[config.mk]
export PLATFORM = sky130hd
export DESIGN_NAME = uvs_cordic_cell
export DESIGN_NICKNAME = d
export VERILOG_FILES = /design/src/design/uvs_pkg.sv /design/src/design/uvs_cordic_cell.sv
export SDC_FILE = /design/constraint.sdc
export NUM_CORES = 1
export LEC_CHECK = 0
export BUFFER_PORTS_ARGS = -buffer_cell sky130_fd_sc_hd__buf_2
export CELL_PAD_IN_SITES_DETAIL_PLACEMENT = 1
export CELL_PAD_IN_SITES_GLOBAL_PLACEMENT = 2
export CORE_MARGIN = 3
export CORE_UTILIZATION = 33
export CTS_CLUSTER_SIZE = 25
export DETAILED_ROUTE_END_ITERATION = 10
export GPL_ROUTABILITY_DRIVEN = 0
export GPL_TIMING_DRIVEN = 0
export PLACE_DENSITY_LB_ADDON = 0.1
export REMOVE_ABC_BUFFERS = 1
export SYNTH_ARGS = -nofsm -noshare
export SYNTH_HDL_FRONTEND = slang
export SYNTH_SLANG_ARGS = --single-unit
[constraint.sdc]
create_clock -name clk -period 5.8 [get_ports clk]
set_input_delay 1.45 -clock clk [delete_from_list [all_inputs] [get_ports clk]]
set_output_delay 1.45 -clock clk [all_outputs]
set_load 0.02 [all_outputs]
[src/design/uvs_pkg.sv]
`timescale 1ns / 1ps
package uvs_pkg;

  localparam int CNT_W = 11;
  localparam int Q_W   = 33;
  localparam int CORDIC_STEPS = 24;
  localparam int FRAC_STEPS   = 32;

  localparam logic [CNT_W-1:0] SECTOR_MIN = 11'd3;
  localparam logic [CNT_W-1:0] STACK_MIN  = 11'd2;
  localparam logic [CNT_W-1:0] SECTOR_RESET = 11'd36;
  localparam logic [CNT_W-1:0] STACK_RESET  = 11'd18;

  // Register decode on paddr[2]
  localparam logic REG_SECTOR = 1'b0;
  localparam logic REG_STACK  = 1'b1;

  localparam logic signed [31:0] CORDIC_GAIN = 32'sd652032874;

  typedef struct packed {
    logic [CNT_W-1:0] stack_index;
    logic [CNT_W-1:0] sector_index;
  } in_item_t;

  typedef struct packed {
    logic signed [15:0] pos_x;
    logic signed [15:0] pos_y;
    logic signed [15:0] pos_z;
    logic [16:0]        tex_u;
    logic [16:0]        tex_v;
    logic               index_error;
  } out_item_t;

  // One stage of the long-division chain (sector and stack side by side)
  typedef struct packed {
    logic             valid;
    logic             err;
    logic [Q_W-1:0]   qs;
    logic [Q_W-1:0]   qt;
    logic [CNT_W-1:0] rs;
    logic [CNT_W-1:0] rt;
    logic [CNT_W-1:0] rs16;
    logic [CNT_W-1:0] rt16;
    logic [CNT_W-1:0] rt31;
  } div_t;

  // One stage of the rotation chain (stack and sector angle side by side)
  typedef struct packed {
    logic               valid;
    logic               err;
    logic               flip_s;
    logic               flip_t;
    logic signed [31:0] xs;
    logic signed [31:0] ys;
    logic signed [31:0] zs;
    logic signed [31:0] xt;
    logic signed [31:0] yt;
    logic signed [31:0] zt;
    logic [16:0]        tex_u;
    logic [16:0]        tex_v;
  } cor_t;

  // Arctangent of 2^-k in units of 2^-32 turn
  function automatic logic [31:0] atan_turn(input int unsigned k);
    case (k)
      0:  return 32'h20000000;
      1:  return 32'h12E4051E;
      2:  return 32'h09FB385B;
      3:  return 32'h051111D4;
      4:  return 32'h028B0D43;
      5:  return 32'h0145D7E1;
      6:  return 32'h00A2F61E;
      7:  return 32'h00517C55;
      8:  return 32'h0028BE53;
      9:  return 32'h00145F2F;
      10: return 32'h000A2F98;
      11: return 32'h000517CC;
      12: return 32'h00028BE6;
      13: return 32'h000145F3;
      14: return 32'h0000A2FA;
      15: return 32'h0000517D;
      16: return 32'h000028BE;
      17: return 32'h0000145F;
      18: return 32'h00000A30;
      19: return 32'h00000518;
      20: return 32'h0000028C;
      21: return 32'h00000146;
      22: return 32'h000000A3;
      23: return 32'h00000051;
      default: return 32'h0;
    endcase
  endfunction

  // Clip a rounded value to signed 16 bits
  function automatic logic signed [15:0] sat16(input logic signed [18:0] v);
    if (v > 19'sd32767) return 16'sd32767;
    else if (v < -19'sd32768) return -16'sd32768;
    else return v[15:0];
  endfunction

endpackage

[src/design/uvs_cordic_cell.sv]
`timescale 1ns / 1ps
module uvs_cordic_cell import uvs_pkg::*; #(
  parameter int K = 0
) (
  input  logic clk,
  input  logic rst_n,
  input  cor_t c_in,
  output cor_t c_out
);

  localparam logic signed [31:0] ATAN = atan_turn(K);

  cor_t               c_nxt;
  cor_t               c_r;
  logic signed [31:0] xs;
  logic signed [31:0] ys;
  logic signed [31:0] xt;
  logic signed [31:0] yt;

  // Rotate both vectors one micro-step toward their residual angle
  always_comb begin
    xs = c_in.xs;
    ys = c_in.ys;
    xt = c_in.xt;
    yt = c_in.yt;
    c_nxt = c_in;
    if (!c_in.zs[31]) begin
      c_nxt.xs = xs - (ys >>> K);
      c_nxt.ys = ys + (xs >>> K);
      c_nxt.zs = c_in.zs - ATAN;
    end else begin
      c_nxt.xs = xs + (ys >>> K);
      c_nxt.ys = ys - (xs >>> K);
      c_nxt.zs = c_in.zs + ATAN;
    end
    if (!c_in.zt[31]) begin
      c_nxt.xt = xt - (yt >>> K);
      c_nxt.yt = yt + (xt >>> K);
      c_nxt.zt = c_in.zt - ATAN;
    end else begin
      c_nxt.xt = xt + (yt >>> K);
      c_nxt.yt = yt - (xt >>> K);
      c_nxt.zt = c_in.zt + ATAN;
    end
  end

  always_ff @(posedge clk) begin
    if (!rst_n) begin
      c_r <= '0;
    end else begin
      c_r <= c_nxt;
    end
  end

  assign c_out = c_r;

endmodule

==> out/metrics.yaml <==
grt:
  grtUsageMet1: 0.302
  grtUsageMet3: 0.0430
  use_met2: 0.417
  grt_max_degree: 85
  gr-total-overflow: 0
  grt_pass1_vias: 16800
  antenna_found_initial: 11
  top_usage_layer: "met2"
  grt_pass1_wl_um: 100000
  grt_usage: 0.239
clock_network:
  cts_root_buffer: "clkbuf_16"
  clock_path_buffers: 3
  cts_max_level: 1
  cts_buffers: 27
  clkTransAtPathRegs_ns: 0.06
  cts.sinks: 228
  post_cts_buffers: 0
  ctsHoldBuffers: 0
  cts_resized: 0
  cts_tree: "built"
run_status:
  status: "completed"
timing:
  slew_headroom: 0.111
  final_hold_viol_count: 0
  period_share: 0.828
  drv_slew: 0
  clock.fmax_mhz: 208
  finalSetupViolations: 0
  rsz0062_at_grt: "no"
  fin_crit_ns: 4.80
  fin_hold_ws_ns: 1.07
  worst_pin_slew_ns: 1.33
  tns_ns: 0
min_path:
  hold_start: "c_in[63]"
  whs_endpoint: "c_out[63]"
  whs_path_depth: 2
  hold_path.class: "in -> reg"
worst_setup_path:
  end_kind: "register"
  max_stage_delay_ns: 0.65
  cp.arrival_ns: 5.25
  crit_chain: "buf_2 -> inv_1 -> ha_1 -> nand4_1 -> o221ai_1 -> a211oi_1 -> nor3_1 -> o211ai_1 -> o41ai_1 -> o22ai_1 -> o221ai_1 -> a211oi_1 -> mux2i_1"
  start_kind: "input port"
  worstPathRequired_ns: 6.24
  critPathKind: "in -> reg"
  cp_slowest_cell: "o41ai_1"
  worstSetupStartpoint: "c_in[166]"
  cp_max_fo: 11
synth:
  yosys_warnings: 0
  synthDistinctLibCells: 89
  synth_edf_count: 0
  syn_area_um2: 16500
  synthFlopType: "dfxtp_1"
  synthCells: 2082
  async_flop_share: 0
  synth-seq-area-share: 0.277
  syn_avg_cell_area_um2: 7.91
  ys_ff_latch: 228
floorplanning:
  placementRows: 81
  start_util: 0.335
  die_area_um2: 52600
  fp.dieW_um: 229
  ios: 462
  core_um2: 49200
  die_h_um: 229
finish:
  largest_reg_flops: 228
  drive_gt1_frac: 0.217
  syn_to_final_growth_pct: 22.6
  fill_cells: 6082
  nets: 2898
pwr:
  power.density_nw_per_um2: 267
  vdd_drop_max_mv: 0.226
  total_power_uw: 5400
  leakage_uw: 0.00989
route:
  via_per_inst: 5.16
  initialDrtViolationCount: 794
  ant_nets: 0
  dr_total_vias: 16300
  wl_um: 65700
  drc_errors: 0
  first_pass_iters: 5
  route.detailed.wl_per_inst_um: 20.8
place:
  hpwl_um: 53400
  io_buffer_count: 461
job:
  drv_cap: 0
layer usage:
| layer | share of wire | wire length (um) | vias to the layer above |
|---|---|---|---|
| li1 | - | - | 7905 |
| met1 | 0.44 | 28900 | 7871 |
| met2 | 0.48 | 31600 | 424 |
| met3 | 0.056 | 3670 | 73 |
| met4 | 0.022 | 1480 | 8 |
| met5 | 0.00082 | 54 | - |
power breakdown:
group,switching (uW),internal (uW)
clock network,705,1030
logic,1210,667
registers,43.5,1730
placed cells by master, fill, tap and decap left out, types with 52 or more instances in the layout:
| cell | instances |
|---|---|
| nor2_1 | 242 |
| inv_1 | 186 |
| a21oi_1 | 209 |
| o21ai_0 | 95 |
| nand2_1 | 83 |
| dfxtp_1 | 228 |
| buf_2 | 458 |
| and2_1 | 106 |
| ha_1 | 188 |
| xnor2_1 | 92 |
| mux2i_1 | 52 |
worst max-delay path by stage:
stage                       to  slack, ns  cells after the start
finish              c_out[193]        1.0                     13
global route        c_out[193]       0.73                     13
CTS                 c_out[193]       1.04                     13
detailed placement  c_out[193]       0.46                     13
global placement    c_out[129]      -1.09                      4
floorplan           c_out[224]       1.58                     12
synth_stat cells (7+ instances only):
| library cell | n | area (um2) |
|---|---|---|
| a21o_1 | 33 | 248 |
| dfxtp_1 | 228 | 4560 |
| buf_1 | 18 | 67.6 |
| nor2_1 | 242 | 908 |
| ha_1 | 188 | 2350 |
| o21ai_0 | 95 | 475 |
| nand2_1 | 83 | 312 |
| nor4_1 | 12 | 75.1 |
| and2_1 | 106 | 663 |
| a211o_1 | 12 | 105 |
| inv_1 | 187 | 702 |
| o21ai_1 | 14 | 70.1 |
| nand4_1 | 10 | 62.6 |
| nor2b_1 | 24 | 150 |
| or3_1 | 13 | 81.3 |
| a211oi_1 | 23 | 173 |
| fa_1 | 8 | 160 |
| o21bai_1 | 47 | 353 |
| a31oi_1 | 21 | 131 |
| nand3_1 | 26 | 130 |
| xor2_1 | 11 | 96.3 |
| clkbuf_1 | 72 | 270 |
| inv_2 | 8 | 30.0 |
| o221ai_1 | 11 | 96.3 |
| nor3_1 | 34 | 170 |
| o21a_1 | 15 | 113 |
| xnor2_1 | 92 | 806 |
| a21oi_1 | 209 | 1050 |
| o31ai_1 | 14 | 105 |
| o41ai_1 | 7 | 61.3 |
| o31a_1 | 7 | 61.3 |
| o211ai_1 | 11 | 82.6 |
| buf_2 | 10 | 50.1 |
| nand2b_1 | 25 | 156 |
| mux2i_1 | 52 | 521 |
critical path, delay by kind of cell:
| kind | cells | cell delay, ns |
|---|---|---|
| mux | 1 | 0.14 |
| compound gates | 7 | 2.29 |
| fa+ha+maj | 1 | 0.52 |
| buf+inv | 2 | 0.15 |
| simple gates | 2 | 0.68 |
through the flow:
stage               cells  worst slack (ns)   util  instance area (um2)
floorplan            1977              1.58      -                16000
global placement     3102             -1.09  0.390                19200
detailed placement   3105             0.456  0.392                19300
CTS                  3152              1.04  0.411                20200
global route         3158             0.735  0.411                20200
finish               3158             0.996  0.411                20200
final cells by class:
type | instances | area [um2] | share of cell area
tap | 664 | 831 | 0.0411
inverter | 201 | 761 | 0.0376
clock buffer | 36 | 779 | 0.0386
multi-input combinational | 1548 | 10700 | 0.531
clock inverter | 11 | 133 | 0.00656
timing repair buffer | 464 | 2400 | 0.119
sequential | 228 | 4560 | 0.226
antenna | 6 | 15.0 | 0.000743
cell families (layout without fill, tap and decap cells):
kind of cell | after synthesis | count (layout) | share of synthesized area
AO/OA/AOI/OAI | 597 | 597 | 0.236
XOR/XNOR | 103 | 103 | 0.0548
adder cells (fa/ha/maj) | 196 | 196 | 0.152
buffers and inverters | 306 | 712 | 0.0720
flip-flops | 228 | 228 | 0.277
multiplexers | 53 | 53 | 0.0323
other | 0 | 6 | 0
AND/OR/NAND/NOR | 599 | 599 | 0.175
No activity file was read; power rests on OpenSTA's default activity.
