===== config.mk =====
export PLATFORM = sky130hd
export DESIGN_NAME = uvs_div_cell
export DESIGN_NICKNAME = d
export VERILOG_FILES = /design/src/design/uvs_pkg.sv /design/src/design/uvs_div_cell.sv
export SDC_FILE = /design/constraint.sdc
export NUM_CORES = 1
export LEC_CHECK = 0
export BUFFER_PORTS_ARGS = -buffer_cell sky130_fd_sc_hd__buf_2
export CAP_MARGIN = 30
export CELL_PAD_IN_SITES_DETAIL_PLACEMENT = 0
export CELL_PAD_IN_SITES_GLOBAL_PLACEMENT = 1
export CORE_AREA = 2 2 168 104
export DETAILED_ROUTE_END_ITERATION = 8
export DIE_AREA = 0 0 170 106
export HOLD_SLACK_MARGIN = 0.05
export PLACE_DENSITY = 0.74
export RECOVER_POWER = 25
export SLEW_MARGIN = 0
export SYNTH_ARGS = -nofsm -noshare
export SYNTH_HDL_FRONTEND = slang
export SYNTH_SLANG_ARGS = --single-unit

===== constraint.sdc =====
create_clock -name clk -period 2 [get_ports clk]
set_clock_uncertainty 0.15 [all_clocks]
set_input_delay 0.1 -clock clk [delete_from_list [all_inputs] [get_ports clk]]
set_output_delay 0.1 -clock clk [all_outputs]
set_load 0.01 [all_outputs]

===== src/design/uvs_pkg.sv =====
`timescale 1ns / 1ps
package uvs_pkg;

  localparam int CNT_W = 11;
  localparam int Q_W   = 33;
  localparam int CORDIC_STEPS = 24;
  localparam int FRAC_STEPS   = 32;

  localparam logic [CNT_W-1:0] SECTOR_MIN = 11'd3;
  localparam logic [CNT_W-1:0] STACK_MIN  = 11'd2;
  localparam logic [CNT_W-1:0] SECTOR_RESET = 11'd36;
  localparam logic [CNT_W-1:0] STACK_RESET  = 11'd18;

  // Register decode on paddr[2]
  localparam logic REG_SECTOR = 1'b0;
  localparam logic REG_STACK  = 1'b1;

  localparam logic signed [31:0] CORDIC_GAIN = 32'sd652032874;

  typedef struct packed {
    logic [CNT_W-1:0] stack_index;
    logic [CNT_W-1:0] sector_index;
  } in_item_t;

  typedef struct packed {
    logic signed [15:0] pos_x;
    logic signed [15:0] pos_y;
    logic signed [15:0] pos_z;
    logic [16:0]        tex_u;
    logic [16:0]        tex_v;
    logic               index_error;
  } out_item_t;

  // One stage of the long-division chain (sector and stack side by side)
  typedef struct packed {
    logic             valid;
    logic             err;
    logic [Q_W-1:0]   qs;
    logic [Q_W-1:0]   qt;
    logic [CNT_W-1:0] rs;
    logic [CNT_W-1:0] rt;
    logic [CNT_W-1:0] rs16;
    logic [CNT_W-1:0] rt16;
    logic [CNT_W-1:0] rt31;
  } div_t;

  // One stage of the rotation chain (stack and sector angle side by side)
  typedef struct packed {
    logic               valid;
    logic               err;
    logic               flip_s;
    logic               flip_t;
    logic signed [31:0] xs;
    logic signed [31:0] ys;
    logic signed [31:0] zs;
    logic signed [31:0] xt;
    logic signed [31:0] yt;
    logic signed [31:0] zt;
    logic [16:0]        tex_u;
    logic [16:0]        tex_v;
  } cor_t;

  // Arctangent of 2^-k in units of 2^-32 turn
  function automatic logic [31:0] atan_turn(input int unsigned k);
    case (k)
      0:  return 32'h20000000;
      1:  return 32'h12E4051E;
      2:  return 32'h09FB385B;
      3:  return 32'h051111D4;
      4:  return 32'h028B0D43;
      5:  return 32'h0145D7E1;
      6:  return 32'h00A2F61E;
      7:  return 32'h00517C55;
      8:  return 32'h0028BE53;
      9:  return 32'h00145F2F;
      10: return 32'h000A2F98;
      11: return 32'h000517CC;
      12: return 32'h00028BE6;
      13: return 32'h000145F3;
      14: return 32'h0000A2FA;
      15: return 32'h0000517D;
      16: return 32'h000028BE;
      17: return 32'h0000145F;
      18: return 32'h00000A30;
      19: return 32'h00000518;
      20: return 32'h0000028C;
      21: return 32'h00000146;
      22: return 32'h000000A3;
      23: return 32'h00000051;
      default: return 32'h0;
    endcase
  endfunction

  // Clip a rounded value to signed 16 bits
  function automatic logic signed [15:0] sat16(input logic signed [18:0] v);
    if (v > 19'sd32767) return 16'sd32767;
    else if (v < -19'sd32768) return -16'sd32768;
    else return v[15:0];
  endfunction

endpackage


===== src/design/uvs_div_cell.sv =====
`timescale 1ns / 1ps
module uvs_div_cell import uvs_pkg::*; #(
  parameter int K = 1
) (
  input  logic             clk,
  input  logic             rst_n,
  input  logic [CNT_W-1:0] n_cnt,
  input  logic [CNT_W-1:0] st_cnt,
  input  div_t             d_in,
  output div_t             d_out
);

  div_t             d_nxt;
  div_t             d_r;
  logic [CNT_W:0]   rs2;
  logic [CNT_W:0]   rt2;
  logic             bs;
  logic             bt;

  // Produce one quotient bit per axis
  always_comb begin
    rs2 = {d_in.rs, 1'b0};
    rt2 = {d_in.rt, 1'b0};
    bs  = rs2 >= {1'b0, n_cnt};
    bt  = rt2 >= {1'b0, st_cnt};
    d_nxt    = d_in;
    d_nxt.qs = {d_in.qs[Q_W-2:0], bs};
    d_nxt.qt = {d_in.qt[Q_W-2:0], bt};
    d_nxt.rs = bs ? CNT_W'(rs2 - {1'b0, n_cnt}) : rs2[CNT_W-1:0];
    d_nxt.rt = bt ? CNT_W'(rt2 - {1'b0, st_cnt}) : rt2[CNT_W-1:0];
    // Snapshot remainders where the shorter quotients end
    if (K == 16) begin
      d_nxt.rs16 = d_nxt.rs;
      d_nxt.rt16 = d_nxt.rt;
    end
    if (K == 31) begin
      d_nxt.rt31 = d_nxt.rt;
    end
  end

  always_ff @(posedge clk) begin
    if (!rst_n) begin
      d_r <= '0;
    end else begin
      d_r <= d_nxt;
    end
  end

  assign d_out = d_r;

endmodule


==> results of run 1 <==
## cells in the mapped netlist, types with 4 or more instances
| library cell | number |
|---|---|
| dfxtp_1 | 123 |
| and2_1 | 99 |
| inv_1 | 27 |
| ha_1 | 22 |
| nor2_1 | 18 |
| a21oi_1 | 16 |
| nand2_1 | 16 |
| o21ai_0 | 16 |
| clkbuf_1 | 12 |
| nor2b_1 | 10 |
| mux2i_1 | 7 |
| xnor2_1 | 7 |
| o22ai_1 | 6 |
| o21a_1 | 5 |
| o211a_1 | 4 |
| o21ai_2 | 4 |
| xor2_1 | 4 |
## repair_timing
| action | in CTS | in global routing |
|---|---|---|
| buffers inserted | 0 | 1 |
| gates resized for setup | 0 | 14 |
| endpoints found under the hold margin | 123 | 2 |
| setup endpoints to repair | 0 | 16 |
## where the power goes
part | internal [mW] | switching, mW
logic | 0.654 | 0.566
clock network | 1.96 | 1.20
registers | 2.62 | 0.0402
## per-stage QoR
step / setup WS, ps / hold slack, ps / setup TNS [ps] / utilization, % / total power, mW
floorplan: 121 / 77.3 / 0 / - / 3.26
global placement: -36.5 / 155 / -133 / 37.8 / 3.72
detailed placement: -15.3 / 158 / -22.8 / 37.8 / 3.73
CTS: 25.1 / -162 / 0 / 48.7 / 7.12
global route: -4.96 / -156 / -4.96 / 48.7 / 7.41
finish: 53.1 / -144 / 0 / 48.7 / 7.04
## layer usage
layer,routed length [um],part of all wire (%)
met1,6850,47
met2,6270,43
met3,1150,8.0
met4,158,1.1
met5,13,0.090
## worst max-delay path by stage
stage / endpoint / slack (ps) / depth (start not counted)
CTS: d_out[42]$_SDFF_PN0_ / 30 / 9
floorplan: d_out[46]$_SDFF_PN0_ / 120 / 7
global placement: d_out[42]$_SDFF_PN0_ / -40 / 11
global route: d_out[47]$_SDFF_PN0_ / -5 / 10
detailed placement: d_out[42]$_SDFF_PN0_ / -20 / 11
finish: d_out[49]$_SDFF_PN0_ / 50 / 10
## cell usage in the layout (no fill, tap or decap), drive strengths merged, types with 3 or more instances in the layout
cell         instances
nor2                18
and2                99
xor2                 4
a211oi               3
o211a                4
nand2               16
ha                  22
clkbuf              75
a21boi               3
o21a                 6
a31oi                5
inv                 30
a21oi               17
xnor2                7
dfxtp              123
nor2b               10
o22ai                6
mux2i                7
buf                235
dlygate4sd3        122
clkinvlp             3
o21ai               20
nand3b               3
clkinv               5
bufinv               3
## area by class of cell
type                    count  area share (%)
multi-input cells         275            24.5
repair buffers            415            33.2
well taps                 214            3.30
flip-flops and latches    123            30.3
inverters                  27            1.25
clock inverters            14            2.11
clock buffers              17            5.24
## worst max-delay path: stages
cell and delay [ps]:
dlygate4sd3_1 530, buf_2 140, ha_1 280, a21o_1 210, a211oi_2 220, buf_4 150, o31ai_4 70, buf_4 140
nand2_1 110, o22ai_1 120
## logic make-up (layout without fill, tap and decap cells)
kind of cell / count (synthesis) / in the layout
simple gates: 156 / 156
flops: 123 / 123
buf+inv: 44 / 473
fa+ha+maj: 24 / 24
xor+xnor: 11 / 11
compound gates: 77 / 77
mux: 7 / 7
==> impl_metrics.tcl, run 1 <==
set metrics [dict create \
    postCtsHoldBufs 122 \
    worstPathRequired_ps 2130 \
    period_share_pct 97.3 \
    dominantRegCellSynth "dfxtp_1" \
    gp_congestion 0.793 \
    die_w_um 170 \
    startpoint "d_in[52]" \
    final_area_um2 8110 \
    p_leak_nw 3.87 \
    crit_arrival_ps 2080 \
    status "finished, violations left" \
    seq_area_frac_synth_pct 53.9 \
    first_pass_iters 4 \
    synthArstFlopShare_pct 0 \
    die_y_um 106 \
    synthXorXnorAreaFrac_pct 2.11 \
    yosysUniqueCellTypes 45 \
    synth_top_area_share_pct 53.9 \
    syn-cell-area_um2 4570 \
    synth_nets 613 \
    drv_cap 0 \
    via_count 4442 \
    worst_slew_pin_slew_ps 457 \
    hold_path.class "in -> reg" \
    tritoncts "yes" \
    grt_pass1_vias 4402 \
    max_freq_mhz 514 \
    critPathLaunchType "input port" \
    drtIter0Drc 180 \
    drive_above_1_share_pct 33.0 \
    syn_avg_cell_area_um2 10.3 \
    post_drt_wl_per_cell_um 13.3 \
    final-seq-area_um2 2460 \
    cp_max_fo 3 \
    synth_adder_area_share_pct 6.90 \
    grt_pass1_wl_mm 21.8 \
    fin_nets 1030 \
    wl_mm 14.4 \
    min_delay_worst_endpoint "d_out[34]$_SDFF_PN0_" \
    dpl_cell_area_um2 6300 \
    grtUsageTotal_pct 15.4 \
    coreArea_um2 16700 \
    grt_use_met3_pct 5.81 \
    start_util_pct 27.4 \
    largest_reg_flops 123 \
    fin_crit_ps 1950 \
    worstSetupEndpointType "flop" \
    yosys.area_share.simple_pct 19.6 \
    nFillCells 1587 \
    violations "negative hold slack" \
    busiest_layer "met2" \
    globalRoute.totalOverflow 0 \
    num_rows 37 \
    routed_via_density 4.09 \
    cts-root-buf "clkbuf_16" \
    hpwl_mm 9.64 \
    setup_viol 0 \
    area_growth_pct 77.5 \
    synth.largest_area_cell "dfxtp_1" \
    slew_headroom_pct 69.5 \
    pin_count 270 \
    stdcell_count 1085 \
    synth_compound_area_share_pct 12.1 \
    cts_buffer_depth 2 \
    synth_top_family_by_area "simple AND/OR/NAND/NOR gates" \
    met2_usage_pct 24.2 \
    synth_cells 442 \
    criticalPathCategory "in -> reg" \
    powerDensity_nw_per_um2 867 \
    clk_pin_slew_worst_paths_ps 60 \
    min_from "d_in[33]" \
    clock_sinks 123 \
    ant_nets 0 \
    grt_max_degree 56 \
    hold_ws_ps -144 \
    synth.area.mux_share_pct 1.53 \
    h-tree-depth 4 \
    cts_buffers 17 \
    antenna_found_initial 1 \
    grtUsageMet1_pct 19.8 \
    dieArea_um2 18000 \
    port_buffers 267 \
    multi_input_area_um2 1990 \
    ys_warn_count 0 \
    holdPathStages 3 \
    dp_cells 931 \
    num_antenna_cells 0 \
    yosys_register_bits 123 \
    final_max_slew_viol_count 0 \
    drc 0 \
    hold_viol_final 2 \
    synth-edff-count 0 \
    ir_drop_mv 0.445 \
    synthTopCellsByArea "dfxtp_1, and2_1, ha_1" \
]
Power figures use the tool's default switching activity.
==> run 2, diff against run 1 <==
PLACE_DENSITY = 0.76   (was 0.74)
==> impl_metrics.tcl, run 2 (synthesis gave the netlist of run 1 again) <==
set metrics [dict create \
    dp_cells 943 \
    tritoncts "yes" \
    period_share_pct 95.8 \
    cp.buffers_inverters 3 \
    grtUsageTotal_pct 16.0 \
    clk_pin_slew_worst_paths_ps 60 \
    path_cells "dlygate4sd3_1 -> buf_2 -> ha_4 -> nor2_1 -> a211oi_1 -> o2111ai_1 -> nand2_2 -> buf_6 -> mux2i_1 -> nor2b_1" \
    dieArea_um2 18000 \
    grt_max_degree 45 \
    coreArea_um2 16700 \
    cpLargestDelayFamily "buffers and inverters" \
    criticalPathCategory "in -> reg" \
    critPathMaxStageDelay_ps 530 \
    stdcell_count 1104 \
    cp_max_fo 5 \
    startpoint "d_in[35]" \
    drc 0 \
    clock_sinks 123 \
    powerDensity_nw_per_um2 858 \
    final_max_slew_viol_count 0 \
    h-tree-depth 4 \
    setup_viol 0 \
    wl_mm 14.6 \
    drive_above_1_share_pct 33.0 \
    layout_common_cells "buf_2, dlygate4sd3_1, dfxtp_1" \
    ant_nets 0 \
    worst_slew_pin_slew_ps 358 \
    critPathLaunchType "input port" \
    antenna_found_initial 0 \
    cts_buffers 17 \
    worstPathRequired_ps 2140 \
    cts-root-buf "clkbuf_16" \
    globalRoute.totalOverflow 0 \
    ir_drop_mv 0.441 \
    drv_cap 0 \
    hpwl_mm 9.72 \
    routed_via_density 4.17 \
    dpl_cell_area_um2 6370 \
    num_rows 37 \
    min_delay_worst_endpoint "d_out[34]$_SDFF_PN0_" \
    pin_count 270 \
    layout_commonest_cell "buf_2" \
    die_w_um 170 \
    grt_pass1_vias 4692 \
    post_drt_wl_per_cell_um 13.2 \
    largest_reg_flops 123 \
    crit_arrival_ps 2050 \
    final_area_um2 8240 \
    hold_viol_final 0 \
    port_buffers 267 \
    max_freq_mhz 522 \
    area_growth_pct 80.3 \
    grt_pass1_wl_mm 22.7 \
    p_leak_nw 3.95 \
    start_util_pct 27.4 \
    slew_headroom_pct 76.1 \
    first_pass_iters 4 \
    gp_congestion 0.770 \
    fin_crit_ps 1920 \
    status "finished clean" \
    num_antenna_cells 0 \
    drtIter0Drc 134 \
    worstSetupEndpointType "flop" \
    fin_nets 1049 \
    die_y_um 106 \
    crit_slowest_cell "dlygate4sd3_1" \
    via_count 4608 \
    min_from "d_in[33]" \
    holdPathStages 4 \
    cts_buffer_depth 2 \
    hold_path.class "in -> reg" \
]
[run 2: layout make-up]
cell class,instances,area [um2]
clock inverter,13,168
multi-input combinational,275,1970
fill,1543,8420
timing repair buffer,434,2840
sequential,123,2460
inverter,27,101
clock buffer,18,439
tap,214,268
[run 2: stage by stage]
step	hold slack, ps	setup TNS, ps	setup slack, ps	utilization (%)	power, mW
finish	29.7	0	83.6	49.5	7.07
global route	79.7	-14.4	-13.6	49.5	7.40
CTS	-145	0	18.5	49.3	7.15
detailed placement	158	-3390	-370	38.3	3.75
global placement	155	-2870	-308	38.3	3.75
floorplan	77.3	0	121	-	3.26
[run 2: timing repair]
item	CTS	global route
endpoints found under the hold margin	122	4
gates resized for setup	0	7
buffers inserted	0	5
endpoints found under the setup margin	0	13
hold buffers	123	3
[run 2: worst max-delay path by stage]
| stage | endpoint | slack, ps | depth (start not counted) |
|---|---|---|---|
| floorplan | d_out[46]$_SDFF_PN0_ | 120 | 7 |
| global placement | d_out[49]$_SDFF_PN0_ | -310 | 9 |
| detailed placement | d_out[49]$_SDFF_PN0_ | -370 | 8 |
| CTS | d_out[34]$_SDFF_PN0_ | 20 | 10 |
| global route | d_out[43]$_SDFF_PN0_ | -10 | 10 |
| finish | d_out[36]$_SDFF_PN0_ | 80 | 10 |
[run 2: report_power, final]
part,switching (mW),internal [mW],total (mW)
clock network,1.16,2.00,3.16
registers,0.0430,2.62,2.66
logic,0.575,0.681,1.26
total,1.78,5.30,7.07
[run 2: per-layer routing]
metal  GRT usage (%)  up-vias  share of wire (%)
li1                -     2328                  -
met1            19.9     2085                 47
met2            26.2      179                 45
met3            4.84       16                6.9
met4            5.68        0                1.2
met5               0        -                  0
